$ cat src/sv/dsp_pkg.sv
// Shared types and constants for the shortest-path unit.
package dsp_pkg;

  // Distance width and the saturated "infinite" cost
  localparam int             COST_BITS = 24;
  localparam logic [23:0]    COST_MAX  = 24'hFFFFFF;

  // Input opcodes
  localparam logic OP_LOAD = 1'b0;
  localparam logic OP_RUN  = 1'b1;

  // Input beat: one matrix write or one run request
  typedef struct packed {
    logic        opcode;
    logic [2:0]  from_vertex;
    logic [2:0]  to_vertex;
    logic [15:0] edge_weight;
    logic [2:0]  source_vertex;
  } in_beat_t;

  // Result beat: one per vertex
  typedef struct packed {
    logic [2:0]  vertex_index;
    logic [23:0] path_cost;
    logic [2:0]  predecessor;
    logic        has_predecessor;
    logic        reachable;
    logic        last;
  } out_beat_t;

  // Controller to datapath commands
  typedef struct packed {
    logic clr_we;      // clearing pass: zero one matrix entry
    logic load_we;     // write one edge weight
    logic run_start;   // init flags, source distance
    logic scan_first;  // first read of a min scan, drop old best
    logic scan_rd;     // read distance for min scan
    logic pick;        // retire best vertex from the queue
    logic relax_rd;    // read edge and head distance for relaxation
    logic out_rd;      // read distance and predecessor for a result
    logic out_load;    // load the output register
  } ctrl_cmd_t;

  // Datapath to controller status
  typedef struct packed {
    logic best_found;  // min scan found an unvisited reached vertex
    logic out_busy;    // output register holds a beat not yet taken
  } dp_status_t;

endpackage

$ cat src/sv/dijkstra_shortest_paths_unit.sv
// Load beat: written to the matrix on acceptance. Run beat: each reached vertex costs a min scan
// over all NODES distances and a relaxation pass over its matrix row, then one final scan,
// then one result beat per vertex, each waiting while the output register is still busy.
// The run time is set by the single-read distance memory and the one-edge-a-cycle matrix read.
// After reset a clearing pass zeroes all NODES*NODES matrix entries with in_ready low.
// A finished result waits in the output register while the next load beat is taken.
module dijkstra_shortest_paths_unit #(
  parameter int NODES       = 8,
  parameter int WEIGHT_BITS = 16
) (
  input  logic               clk,
  input  logic               rst_n,
  input  logic               in_valid,
  output logic               in_ready,
  input  dsp_pkg::in_beat_t  in_beat,
  output logic               out_valid,
  input  logic               out_ready,
  output dsp_pkg::out_beat_t out_beat
);
  import dsp_pkg::*;

  localparam int AW = $clog2(NODES*NODES);

  ctrl_cmd_t     cmd;
  dp_status_t    status;
  logic [AW-1:0] idx;

  dsp_ctrl #(
    .NODES (NODES)
  ) u_ctrl (
    .clk      (clk),
    .rst_n    (rst_n),
    .in_valid (in_valid),
    .in_op    (in_beat.opcode),
    .in_ready (in_ready),
    .status   (status),
    .cmd      (cmd),
    .idx      (idx)
  );

  dsp_datapath #(
    .NODES       (NODES),
    .WEIGHT_BITS (WEIGHT_BITS)
  ) u_dp (
    .clk       (clk),
    .rst_n     (rst_n),
    .cmd       (cmd),
    .idx       (idx),
    .in_beat   (in_beat),
    .out_ready (out_ready),
    .out_valid (out_valid),
    .out_beat  (out_beat),
    .status    (status)
  );

  // A result beat is never loaded over one still waiting
  a_no_overwrite: assert property (@(posedge clk) disable iff (!rst_n)
    cmd.out_load |-> !(out_valid && !out_ready))
    else $error("result loaded over a pending beat");

  // No input beat is taken while the matrix is being cleared
  a_clear_blocks: assert property (@(posedge clk) disable iff (!rst_n)
    cmd.clr_we |-> !in_ready)
    else $error("input ready during clearing pass");

  // No search or output read runs while inputs are being taken
  a_idle_quiet: assert property (@(posedge clk) disable iff (!rst_n)
    in_ready |-> !(cmd.scan_rd || cmd.relax_rd || cmd.out_rd))
    else $error("search activity while ready for input");

  // Retiring a vertex is followed by its relaxation pass
  a_pick_found: assert property (@(posedge clk) disable iff (!rst_n)
    cmd.pick |=> !status.best_found || cmd.relax_rd)
    else $error("relaxation did not follow a pick");

endmodule

$ cat src/sv/dsp_ctrl.sv
// Sequencer for clearing, loads, min scans, relaxation and result output.
module dsp_ctrl #(
  parameter int NODES = 8
) (
  input  logic                                clk,
  input  logic                                rst_n,
  input  logic                                in_valid,
  input  logic                                in_op,
  output logic                                in_ready,
  input  dsp_pkg::dp_status_t                 status,
  output dsp_pkg::ctrl_cmd_t                  cmd,
  output logic [$clog2(NODES*NODES)-1:0]      idx
);
  import dsp_pkg::*;

  localparam int AW = $clog2(NODES*NODES);
  localparam int VW = $clog2(NODES);
  localparam logic [AW-1:0] CLR_LAST = AW'(NODES*NODES-1);
  localparam logic [VW-1:0] VTX_LAST = VW'(NODES-1);

  localparam logic [3:0] S_CLR   = 4'd0;
  localparam logic [3:0] S_IDLE  = 4'd1;
  localparam logic [3:0] S_SCAN  = 4'd2;
  localparam logic [3:0] S_SCEND = 4'd3;
  localparam logic [3:0] S_PICK  = 4'd4;
  localparam logic [3:0] S_RELAX = 4'd5;
  localparam logic [3:0] S_RLEND = 4'd6;
  localparam logic [3:0] S_ORD   = 4'd7;
  localparam logic [3:0] S_OLD   = 4'd8;

  logic [3:0]    state_r, state_nxt;
  logic [AW-1:0] idx_r, idx_nxt;
  logic          vtx_last;

  assign vtx_last = (idx_r[VW-1:0] == VTX_LAST);
  assign idx      = idx_r;
  assign in_ready = (state_r == S_IDLE);

  // Next state, counter and commands
  always_comb begin
    state_nxt = state_r;
    idx_nxt   = idx_r;
    cmd       = '0;
    unique case (state_r)
      S_CLR: begin
        cmd.clr_we = 1'b1;
        if (idx_r == CLR_LAST) begin
          state_nxt = S_IDLE;
          idx_nxt   = '0;
        end else begin
          idx_nxt = idx_r + AW'(1);
        end
      end
      S_IDLE: begin
        if (in_valid) begin
          if (in_op == OP_RUN) begin
            cmd.run_start = 1'b1;
            state_nxt     = S_SCAN;
            idx_nxt       = '0;
          end else begin
            cmd.load_we = 1'b1;
          end
        end
      end
      S_SCAN: begin
        cmd.scan_rd    = 1'b1;
        cmd.scan_first = (idx_r == '0);
        if (vtx_last) begin
          state_nxt = S_SCEND;
          idx_nxt   = '0;
        end else begin
          idx_nxt = idx_r + AW'(1);
        end
      end
      S_SCEND: state_nxt = S_PICK;
      S_PICK: begin
        idx_nxt = '0;
        if (status.best_found) begin
          cmd.pick  = 1'b1;
          state_nxt = S_RELAX;
        end else begin
          state_nxt = S_ORD;
        end
      end
      S_RELAX: begin
        cmd.relax_rd = 1'b1;
        if (vtx_last) begin
          state_nxt = S_RLEND;
          idx_nxt   = '0;
        end else begin
          idx_nxt = idx_r + AW'(1);
        end
      end
      S_RLEND: state_nxt = S_SCAN;
      S_ORD: begin
        cmd.out_rd = 1'b1;
        state_nxt  = S_OLD;
      end
      S_OLD: begin
        if (!status.out_busy) begin
          cmd.out_load = 1'b1;
          if (vtx_last) begin
            state_nxt = S_IDLE;
            idx_nxt   = '0;
          end else begin
            state_nxt = S_ORD;
            idx_nxt   = idx_r + AW'(1);
          end
        end
      end
      default: begin
        state_nxt = S_IDLE;
        idx_nxt   = '0;
      end
    endcase
  end

  // State and counter registers
  always_ff @(posedge clk) begin
    if (!rst_n) begin
      state_r <= S_CLR;
      idx_r   <= '0;
    end else begin
      state_r <= state_nxt;
      idx_r   <= idx_nxt;
    end
  end

endmodule

$ cat src/sv/dsp_datapath.sv
// Weight matrix, distance and predecessor memories, min scan and relaxation.
module dsp_datapath #(
  parameter int NODES       = 8,
  parameter int WEIGHT_BITS = 16
) (
  input  logic                            clk,
  input  logic                            rst_n,
  input  dsp_pkg::ctrl_cmd_t              cmd,
  input  logic [$clog2(NODES*NODES)-1:0]  idx,
  input  dsp_pkg::in_beat_t               in_beat,
  input  logic                            out_ready,
  output logic                            out_valid,
  output dsp_pkg::out_beat_t              out_beat,
  output dsp_pkg::dp_status_t             status
);
  import dsp_pkg::*;

  localparam int AW = $clog2(NODES*NODES);
  localparam int VW = $clog2(NODES);
  localparam int SW = ((WEIGHT_BITS > COST_BITS) ? WEIGHT_BITS : COST_BITS) + 1;
  localparam logic [AW-1:0] ROW_STRIDE = AW'(NODES);
  localparam logic [VW-1:0] VTX_LAST   = VW'(NODES-1);

  // Memories
  logic [WEIGHT_BITS-1:0] wmem [NODES*NODES];
  logic [COST_BITS-1:0]   dmem [NODES];
  logic [VW-1:0]          pmem [NODES];
  logic [WEIGHT_BITS-1:0] wt_q;
  logic [COST_BITS-1:0]   dist_q;
  logic [VW-1:0]          pred_q;

  // Per-vertex flags and pipeline control
  logic [NODES-1:0] seen_r, seen_nxt;
  logic [NODES-1:0] inq_r, inq_nxt;
  logic [NODES-1:0] pv_r, pv_nxt;
  logic             scan_v_r, relax_v_r;
  logic             best_valid_r, best_valid_nxt;
  logic [VW-1:0]    best_idx_r, best_idx_nxt;
  logic [COST_BITS-1:0] best_dist_r, best_dist_nxt;
  logic [VW-1:0]    vtx_d_r;
  logic             out_valid_r;
  out_beat_t        out_beat_r;

  logic [VW-1:0]    vtx;
  logic             load_ok, src_ok;
  logic [VW-1:0]    src_v;
  logic [AW-1:0]    load_addr, relax_addr;
  logic [SW-1:0]    sum;
  logic [COST_BITS-1:0] cand;
  logic             upd, take;

  assign vtx        = idx[VW-1:0];
  assign load_ok    = (32'(in_beat.from_vertex) < NODES) && (32'(in_beat.to_vertex) < NODES);
  assign src_ok     = (32'(in_beat.source_vertex) < NODES);
  assign src_v      = VW'(in_beat.source_vertex);
  assign load_addr  = AW'(VW'(in_beat.from_vertex)) * ROW_STRIDE
                    + AW'(VW'(in_beat.to_vertex));
  assign relax_addr = AW'(best_idx_r) * ROW_STRIDE + AW'(vtx);

  // Weight matrix: clear or load write, relaxation read
  always_ff @(posedge clk) begin
    if (cmd.clr_we) begin
      wmem[idx] <= '0;
    end else if (cmd.load_we && load_ok) begin
      wmem[load_addr] <= WEIGHT_BITS'(in_beat.edge_weight);
    end
    if (cmd.relax_rd) begin
      wt_q <= wmem[relax_addr];
    end
  end

  // Relaxation stage: saturating candidate and strict-less update
  assign sum  = SW'(best_dist_r) + SW'(wt_q);
  assign cand = (sum > SW'(COST_MAX)) ? COST_MAX : sum[COST_BITS-1:0];
  assign upd  = relax_v_r && (wt_q != '0) && (!seen_r[vtx_d_r] || (dist_q > cand));

  // Min scan stage: lowest index wins ties
  assign take = scan_v_r && inq_r[vtx_d_r] && seen_r[vtx_d_r]
             && (!best_valid_r || (dist_q < best_dist_r));

  // Distance and predecessor memories
  always_ff @(posedge clk) begin
    if (cmd.run_start && src_ok) begin
      dmem[src_v] <= '0;
    end else if (upd) begin
      dmem[vtx_d_r] <= cand;
    end
    if (cmd.scan_rd || cmd.relax_rd || cmd.out_rd) begin
      dist_q <= dmem[vtx];
    end
  end

  always_ff @(posedge clk) begin
    if (upd) begin
      pmem[vtx_d_r] <= best_idx_r;
    end
    if (cmd.out_rd) begin
      pred_q <= pmem[vtx];
    end
  end

  // Flag and best-vertex updates
  always_comb begin
    seen_nxt       = seen_r;
    inq_nxt        = inq_r;
    pv_nxt         = pv_r;
    best_valid_nxt = best_valid_r;
    best_idx_nxt   = best_idx_r;
    best_dist_nxt  = best_dist_r;
    if (cmd.run_start) begin
      seen_nxt = '0;
      inq_nxt  = '1;
      pv_nxt   = '0;
      if (src_ok) begin
        seen_nxt[src_v] = 1'b1;
      end
    end
    if (upd) begin
      seen_nxt[vtx_d_r] = 1'b1;
      pv_nxt[vtx_d_r]   = 1'b1;
    end
    if (cmd.pick) begin
      inq_nxt[best_idx_r] = 1'b0;
    end
    if (cmd.scan_first) begin
      best_valid_nxt = 1'b0;
    end
    if (take) begin
      best_valid_nxt = 1'b1;
      best_idx_nxt   = vtx_d_r;
      best_dist_nxt  = dist_q;
    end
  end

  always_ff @(posedge clk) begin
    if (!rst_n) begin
      seen_r       <= '0;
      inq_r        <= '0;
      pv_r         <= '0;
      best_valid_r <= 1'b0;
      scan_v_r     <= 1'b0;
      relax_v_r    <= 1'b0;
    end else begin
      seen_r       <= seen_nxt;
      inq_r        <= inq_nxt;
      pv_r         <= pv_nxt;
      best_valid_r <= best_valid_nxt;
      scan_v_r     <= cmd.scan_rd;
      relax_v_r    <= cmd.relax_rd;
    end
  end

  always_ff @(posedge clk) begin
    vtx_d_r     <= vtx;
    best_idx_r  <= best_idx_nxt;
    best_dist_r <= best_dist_nxt;
  end

  // Output register
  always_ff @(posedge clk) begin
    if (!rst_n) begin
      out_valid_r <= 1'b0;
    end else if (cmd.out_load) begin
      out_valid_r <= 1'b1;
    end else if (out_ready) begin
      out_valid_r <= 1'b0;
    end
  end

  always_ff @(posedge clk) begin
    if (cmd.out_load) begin
      out_beat_r.vertex_index    <= 3'(vtx_d_r);
      out_beat_r.path_cost       <= seen_r[vtx_d_r] ? dist_q : COST_MAX;
      out_beat_r.predecessor     <= pv_r[vtx_d_r] ? 3'(pred_q) : 3'd0;
      out_beat_r.has_predecessor <= pv_r[vtx_d_r];
      out_beat_r.reachable       <= seen_r[vtx_d_r];
      out_beat_r.last            <= (vtx_d_r == VTX_LAST);
    end
  end

  assign out_valid         = out_valid_r;
  assign out_beat          = out_beat_r;
  assign status.best_found = best_valid_r;
  assign status.out_busy   = out_valid_r && !out_ready;

endmodule

$ cat config.mk
export PLATFORM = sky130hd
export DESIGN_NAME = dijkstra_shortest_paths_unit
export DESIGN_NICKNAME = d
export VERILOG_FILES = /design/src/sv/dsp_pkg.sv /design/src/sv/dijkstra_shortest_paths_unit.sv /design/src/sv/dsp_ctrl.sv /design/src/sv/dsp_datapath.sv
export SDC_FILE = /design/constraint.sdc
export NUM_CORES = 1
export LEC_CHECK = 0
export BUFFER_PORTS_ARGS = -buffer_cell sky130_fd_sc_hd__buf_2
export CAP_MARGIN = 40
export CELL_PAD_IN_SITES_DETAIL_PLACEMENT = 0
export CELL_PAD_IN_SITES_GLOBAL_PLACEMENT = 1
export CORE_ASPECT_RATIO = 0.7
export CORE_MARGIN = 1.5
export CORE_UTILIZATION = 50
export DETAILED_ROUTE_END_ITERATION = 10
export GPL_ROUTABILITY_DRIVEN = 0
export PLACE_DENSITY = 0.71
export SETUP_SLACK_MARGIN = 0.2
export SYNTH_ARGS = -nofsm -noshare
export SYNTH_HDL_FRONTEND = slang
export SYNTH_SLANG_ARGS = --single-unit
$ cat constraint.sdc
create_clock -name clk -period 5.2 [get_ports clk]
set_clock_uncertainty 0.15 [all_clocks]
set_input_delay 0.78 -clock clk [delete_from_list [all_inputs] [get_ports clk]]
set_output_delay 0.78 -clock clk [all_outputs]
set_load 0.03 [all_outputs]
# Yosys cells after proc, flatten, opt, wreduce, memory -nomap -nowiden
# Memories as Yosys holds them, arrays and structs flattened. A register that Yosys moved wholly into a read port is not among the register bits.
# Cells that the tools add are included.
[op_classes] n_addsub=4 n_mul=0 div=0 magnitude_cmp=9 n_eq_ne=17 n_shift=0 n_mux=67 n_bitwise=5 n_reduce_logical=27
[op_table] op="2-to-1 mux 24 bit" count=2
[op_table] op="2-to-1 mux 8 bit" count=6
[op_table] op="2-to-1 mux 6 bit" count=6
[op_table] op="one-hot mux 4 bit (9 select lines)" count=1
[op_table] op="2-to-1 mux 1 bit" count=32
[op_table] op="one-hot mux 6 bit (5 select lines)" count=1
[op_table] op="adder 24 x 16 -> 25 bit" count=1
[op_table] op="greater-than comparator 25 x 24 -> 1 bit (second input constant)" count=1
[op_table] op="greater-than comparator 24 bit" count=1
[op_table] op="< comparator 24 bit" count=1
[op_table] op="2-to-1 mux 4 bit" count=6
[op_table] op="OR reduction 24 bit" count=1
[op_table] op="== test 4 x 3 -> 1 bit (second input constant)" count=4
[op_table] op="2-to-1 mux 16 bit" count=1
[op_table] op="bitwise OR 8 bit" count=2
[op_table] op="nonzero test 16 bit" count=1
[op_table] op="OR reduction 16 bit" count=1
[op_table] op="adder 6 x 3 -> 6 bit" count=2
[op_table] op="< comparator 3 x 4 -> 1 bit (second input constant)" count=3
[op_table] op="binary-select mux 1 bit (select 3 bit)" count=3
[op_table] op="demux 1 bit (select 3 bit)" count=3
[op_table] op=">= comparator 3 x 1 -> 1 bit (second input constant)" count=3
[op_table] op="logical AND 1 bit" count=9
[op_table] op="bitwise AND 8 bit" count=1
[op_table] op="other kinds (21)" count=37
[word_totals] reg_bits=101 latch_bits=0 ram_bits=1240 romBits=0 in_bits=30 memories=3
[memory_table] name="u_dp.wmem" words=64 word_bits=16 rd=1 rd_clocked_by_memory_dff=1 wr=1 line="dsp_datapath.sv:25" text="logic [WEIGHT_BITS-1:0] wmem [NODES*NODES];"
[memory_table] name="u_dp.dmem" words=8 word_bits=24 rd=1 rd_clocked_by_memory_dff=1 wr=1 line="dsp_datapath.sv:26" text="logic [COST_BITS-1:0] dmem [NODES];"
[memory_table] name="u_dp.pmem" words=8 word_bits=3 rd=1 rd_clocked_by_memory_dff=1 wr=1 line="dsp_datapath.sv:27" text="logic [VW-1:0] pmem [NODES];"

# Depth between registers and ports, before layout
[logic_depth] depth_word=11 depth_mapped=20

# By module
# From an unflattened synthesis, not the netlist that was laid out.
[hier_totals] cells_unflattened=2633 hier_area_um2=55303.0
[modules_own_cells] module="dsp_datapath" instances=1 cells_per_inst=2517 area_each_um2=54446.0
[modules_own_cells] module="dsp_ctrl" instances=1 cells_per_inst=116 area_each_um2=857.1

# Least setup slack after synthesis
# Ideal clock, no wire load.
[synth_timing] path_kind="register to register" startpoint="register u_dp.best_dist_r[0]" endpoint="memory u_dp.dmem[7][0], enable pin" arrival_ns=5.035 required_ns=4.636 setup_slack_ns=-0.399 stages_incl_launch_ff=20 path_buffers=4 synth_period_minus_slack_ns=5.599 cell_sequence="edfxtp_1 ha_1 inv_1 fa_1 nand2b_1 a21o_1 a211oi_1 o211a_1 buf_2 clkbuf_1 o21bai_1 ha_1 nand4_1 nor4_1 o31a_1 or4_1 buf_2 nand2_1 buf_2 o22ai_1"
[synth_between] elab_chain_len=11
[synth_lines] item="start, declared" line="dsp_datapath.sv:39" text="logic [COST_BITS-1:0] best_dist_r, best_dist_nxt;"
[synth_lines] item="start signal, assigned" line="dsp_datapath.sv:156" text="best_dist_r <= best_dist_nxt;"
[synth_lines] item="adder 24 x 16 -> 25 bit *" line="dsp_datapath.sv:73" text="assign sum = SW'(best_dist_r) + SW'(wt_q);"
[synth_lines] item="greater-than comparator 25 x 24 -> 1 bit" line="dsp_datapath.sv:74" text="assign cand = (sum > SW'(COST_MAX)) ? COST_MAX : sum[COST_BITS-1:0];"
[synth_lines] item="2-to-1 mux 24 bit *" line="dsp_datapath.sv:74"
[synth_lines] item="greater-than comparator 24 bit *" line="dsp_datapath.sv:75" text="assign upd = relax_v_r && (wt_q != '0) && (!seen_r[vtx_d_r] || (dist_q > cand));"
[synth_lines] item="logical OR 1 bit *" line="dsp_datapath.sv:75"
[synth_lines] item="logical AND 1 bit *" line="dsp_datapath.sv:75"
[synth_lines] item="2-to-1 mux 1 bit *" line="dsp_datapath.sv:85" text="end else if (upd) begin"
[synth_lines] item="2-to-1 mux 1 bit *" line="dsp_datapath.sv:83" text="if (cmd.run_start && src_ok) begin"
[synth_lines] item="2-to-1 mux 1 bit (not written as such) *" line="dsp_datapath.sv:86" text="dmem[vtx_d_r] <= cand;"
[synth_lines] item="OR reduction 24 bit (no source line)"
[synth_lines] item="2-to-1 mux 3 bit (no source line) / 2-to-1 mux 1 bit (equally long branches)"
[synth_lines] item="end, declared" line="dsp_datapath.sv:26"
# Mark *: on every way between the ends. The rest lies on a longest branch, timed or not.

# Worst setup path in the final report
[layout_timing] startpoint="register u_dp.best_dist_r[9]" endpoint="memory u_dp.dmem[6][14], enable pin"
# Same word-level chain as after synthesis.

==> summary.txt <==
Status
  • Status: complete, no violations

Worst setup path
  • Critical R2R Launch: u_dp.best_dist_r[9]$_DFFE_PP_
  • CP required: 5.51 ns
  • FF-to-FF path depth: 20
  • Slowest stage delay, CP: about 0.45 ns
  • CP Max Fanout: 6
  • Slowest CP cell: edfxtp_1
  • Crit-path cells: ha_4, and4_4, and4_1, a221oi_2, buf_4, o31a_1, a21oi_2, a31oi_2, o21bai_1, ha_1, nand4_1, buf_4, nor4_4, buf_4, o31a_1, or4_4, nand2_4, buf_12, o32ai_4, clkbuf_16
  • Cell mode on critical path: buf_4
  • Critical path class: flip-flop to flip-flop
  • Worst R2R Setup Slack: 0.22 ns
  • CP Capture Type: flip-flop
  • CP arrival: around 5.3 ns
  • CP startpoint kind: flip-flop
  • Worst R2R End: u_dp.dmem[6][14]$_DFFE_PP_

Layout
  • Finished Cell Area: roughly 64,000 um2
  • Filler instances: slightly below 8,000
  • Most common cell after layout, fill and taps aside: edfxtp_1
  • FF+latch area: slightly above 40,000 um2
  • Most frequent cells in the layout: edfxtp_1 (1,343), mux4_2 (335), clkbuf_16 (142)
  • Fin cells: 4,552
  • Multi-input gate area: 13,800 um2
  • Fraction of final layout cells sized beyond drive strength 1: 30.3%
  • Syn-to-layout area delta: 15.1%
  • Final nets: around 3,100

Synth
  • Async SR Flop Fraction: 0%
  • Yosys top cell area share: between 70% and 80%
  • Leading post-synthesis cells by cell area: edfxtp_1 (73%), mux4_2 (14%), ha_1 (1.5%)
  • Top FF cell, synth: edfxtp_1
  • Number of synthesized flops with an enable pin: approximately 1,300
  • Seq/Total Area, Yosys: about three quarters
  • Mapped Cells: around 2,700
  • Syn Nets: roughly 2,800
  • Yosys reg bits: between 1,000 and 1,500
  • Syn Std Cell Area: between 50,000 and 60,000 um2
  • Syn avg cell area: around 20 um2
  • Netlist cell types: 77
  • Synth warn: 0
  • Cell taking the most area after synthesis: edfxtp_1

Hold path
  • Hold crit path type: primary input to flip-flop
  • Hold endpoint: u_dp.best_valid_r$_SDFFE_PN0P_
  • WHS Path Cells: 2
  • Hold Path Origin: rst_n

Routing
  • Iteration-0 DRC Markers: roughly 3,500
  • Routed len/inst: 30.5 um
  • Antenna viol nets, final: 0
  • Pre-antenna DRT Iters: 5
  • Drt total wl: between 100,000 and 150,000 um
  • Detailed-route via count: about 28,000
  • Via density per instance: 6.21
  • # DRC: 0

Clock network
  • Clock transition at the registers of the reported paths: about 0.060 ns
  • Worst-skew pair later-pin latency: ~0.76 ns
  • CTS max path bufs: 3
  • Cts hold-fix bufs: 0
  • H-tree level count: 4
  • CTS buffer count: between 100 and 150
  • Clk Tree Root Cell: clkbuf_16
  • TritonCTS clock tree: yes
  • Clk sinks: about 1,400

STA
  • Setup TNS: 0 ns
  • WHS: 0.218 ns
  • Max Slew Vio Count: 0
  • Final setup violation count: 0
  • Final hold vios: 0
  • Final Critical Period: 4.98 ns
  • Slew headroom: about two fifths
  • Tcrit/Tclk final: 95.7%
  • Slew @ Worst Pin: 0.884 ns
  • Unrepaired setup endpoints after global routing: yes
  • Fmax: 201 MHz

Power
  • Static leakage: around 19 nW
  • Psw: just over 7 mW
  • Int Pwr: 20.3 mW
  • Power Total: approximately 27 mW
  • VDD IR max: 342 uV
  • Gate power share: 17.2%
  • Clock network power share: 35.4%
  • Switching portion of total power: roughly 26%
  • Seq pwr share: a little under half
  • PwrDens: ~430 nW/um2

Placement
  • Placed cell area: between 50,000 and 60,000 um2
  • IO buf count: 64
  • Dpl hpwl: ~90,000 um
  • DP Cell Count: approximately 4,300

Die
  • Die Wd: 400 um
  • Area of the die: between 100,000 and 150,000 um2
  • Die height: around 280 um
  • Core ar.: between 100,000 and 150,000 um2
  • Num ports: 65
  • Initial Util: 50.7%
  • Row cnt: 101

GRT
  • First-pass GRT wire length: 198,000 um
  • Largest net degree at the start of global routing: 49
  • Vias in the first global route: between 20,000 and 30,000
  • GR Overflow Total: 0
  • Initial antenna violation count: 7
  • Total GRT Usage: roughly 25%

Job
  • Max cap viols: 0
[critical path: cells and delay by family (launching register included)]
kind | cells | cell delay (ns)
fa+ha+maj | 2 | 0.63
flops | 1 | 0.45
simple gates | 6 | 0.92
compound gates | 7 | 1.56
buf+inv | 5 | 0.94
[power by group through the flow]
stage               clock, mW  sequential, mW  combinational [mW]
floorplan                   0            12.9                3.25
global placement            0            13.2                4.57
detailed placement          0            13.2                4.66
CTS                      9.85            13.0                4.67
global route             10.3            13.0                5.00
finish                   9.69            13.0                4.69
[metrics by stage]
step	utilization, %	setup slack [ns]
final	58.3	0.222
after global routing	58.3	0.116
after CTS	57.7	0.210
after detailed placement	53.7	0.225
after global placement	53.4	0.140
after floorplan	-	0.0652
[synth_stat cells, types with 10 or more instances]
library cell,number
o22ai_1,48
and2_1,21
a21oi_1,56
inv_1,50
o21ai_1,19
o21ai_0,23
nor4_1,10
mux4_2,335
buf_4,12
mux2i_1,81
nand2_1,85
a21o_1,12
or2_2,27
nand2b_1,12
edfxtp_1,1343
a31oi_1,11
nor2b_1,14
nor2_1,154
ha_1,66
nand3_1,28
mux2_2,35
dfxtp_1,41
buf_1,10
clkbuf_1,55
nor3_1,12
nand4_1,14
buf_2,42
[metal layers]
layer,share of wire (%),routed length [um],track usage (%)
met1,43,59900,36.7
met2,44,60700,35.4
met3,11,15800,8.22
met4,1.9,2650,6.68
met5,0.017,23,0
[worst max path at each step]
stage | cells past startpoint | endpoint | from | slack [ns]
3_3_place_gp | 18 | u_dp.dmem[4][23]$_DFFE_PP_ | u_dp.wt_q[0]$_DFFE_PP_ | 0.14
3_5_place_dp | 20 | u_dp.dmem[2][4]$_DFFE_PP_ | u_dp.best_dist_r[0]$_DFFE_PP_ | 0.23
2_1_floorplan | 19 | u_dp.dmem[7][0]$_DFFE_PP_ | u_dp.best_dist_r[0]$_DFFE_PP_ | 0.07
5_1_grt | 20 | u_dp.dmem[6][2]$_DFFE_PP_ | u_dp.best_dist_r[9]$_DFFE_PP_ | 0.12
4_1_cts | 19 | u_dp.dmem[5][13]$_DFFE_PP_ | u_dp.wt_q[8]$_DFFE_PP_ | 0.21
6_report | 20 | u_dp.dmem[6][14]$_DFFE_PP_ | u_dp.best_dist_r[9]$_DFFE_PP_ | 0.22
[what timing repair did]
action	4_1_cts	5_1_grt
setup endpoints to repair	4	409
gates cloned	0	5
pin swaps	0	28
gates resized for setup	1	76
setup buffers	0	20
[cells by family after synthesis]
| logic type | Yosys count | synth area share [%] |
|---|---|---|
| DFF | 1384 | 74.5 |
| muxes | 457 | 16.1 |
| and+or+nand+nor | 416 | 3.66 |
| AOI/OAI and AO/OA | 229 | 2.65 |
| buffers and inverters | 176 | 1.45 |
| adders and majority gates | 67 | 1.53 |
| xor gates and xnor gates | 8 | 0.127 |
[sequential cells by signal, indices dropped and copies added, names as in the netlist, 16 cells and up]
name / flops
u_dp.best_dist_r: 24
u_dp.dist_q: 24
u_dp.dmem: 192
u_dp.out_beat: 33
u_dp.pmem: 24
u_dp.wmem: 1024
u_dp.wt_q: 16
[final cells by class]
| type | count | share of cell area [%] |
|---|---|---|
| diodes | 2 | 0.00787 |
| clock buffers | 165 | 5.60 |
| clock inverters | 75 | 1.22 |
| inverters | 52 | 0.307 |
| multi-input cells | 1177 | 21.6 |
| flip-flops and latches | 1384 | 64.7 |
| well taps | 1442 | 2.84 |
| repair buffers | 255 | 3.69 |
Power figures use the tool's default switching activity.
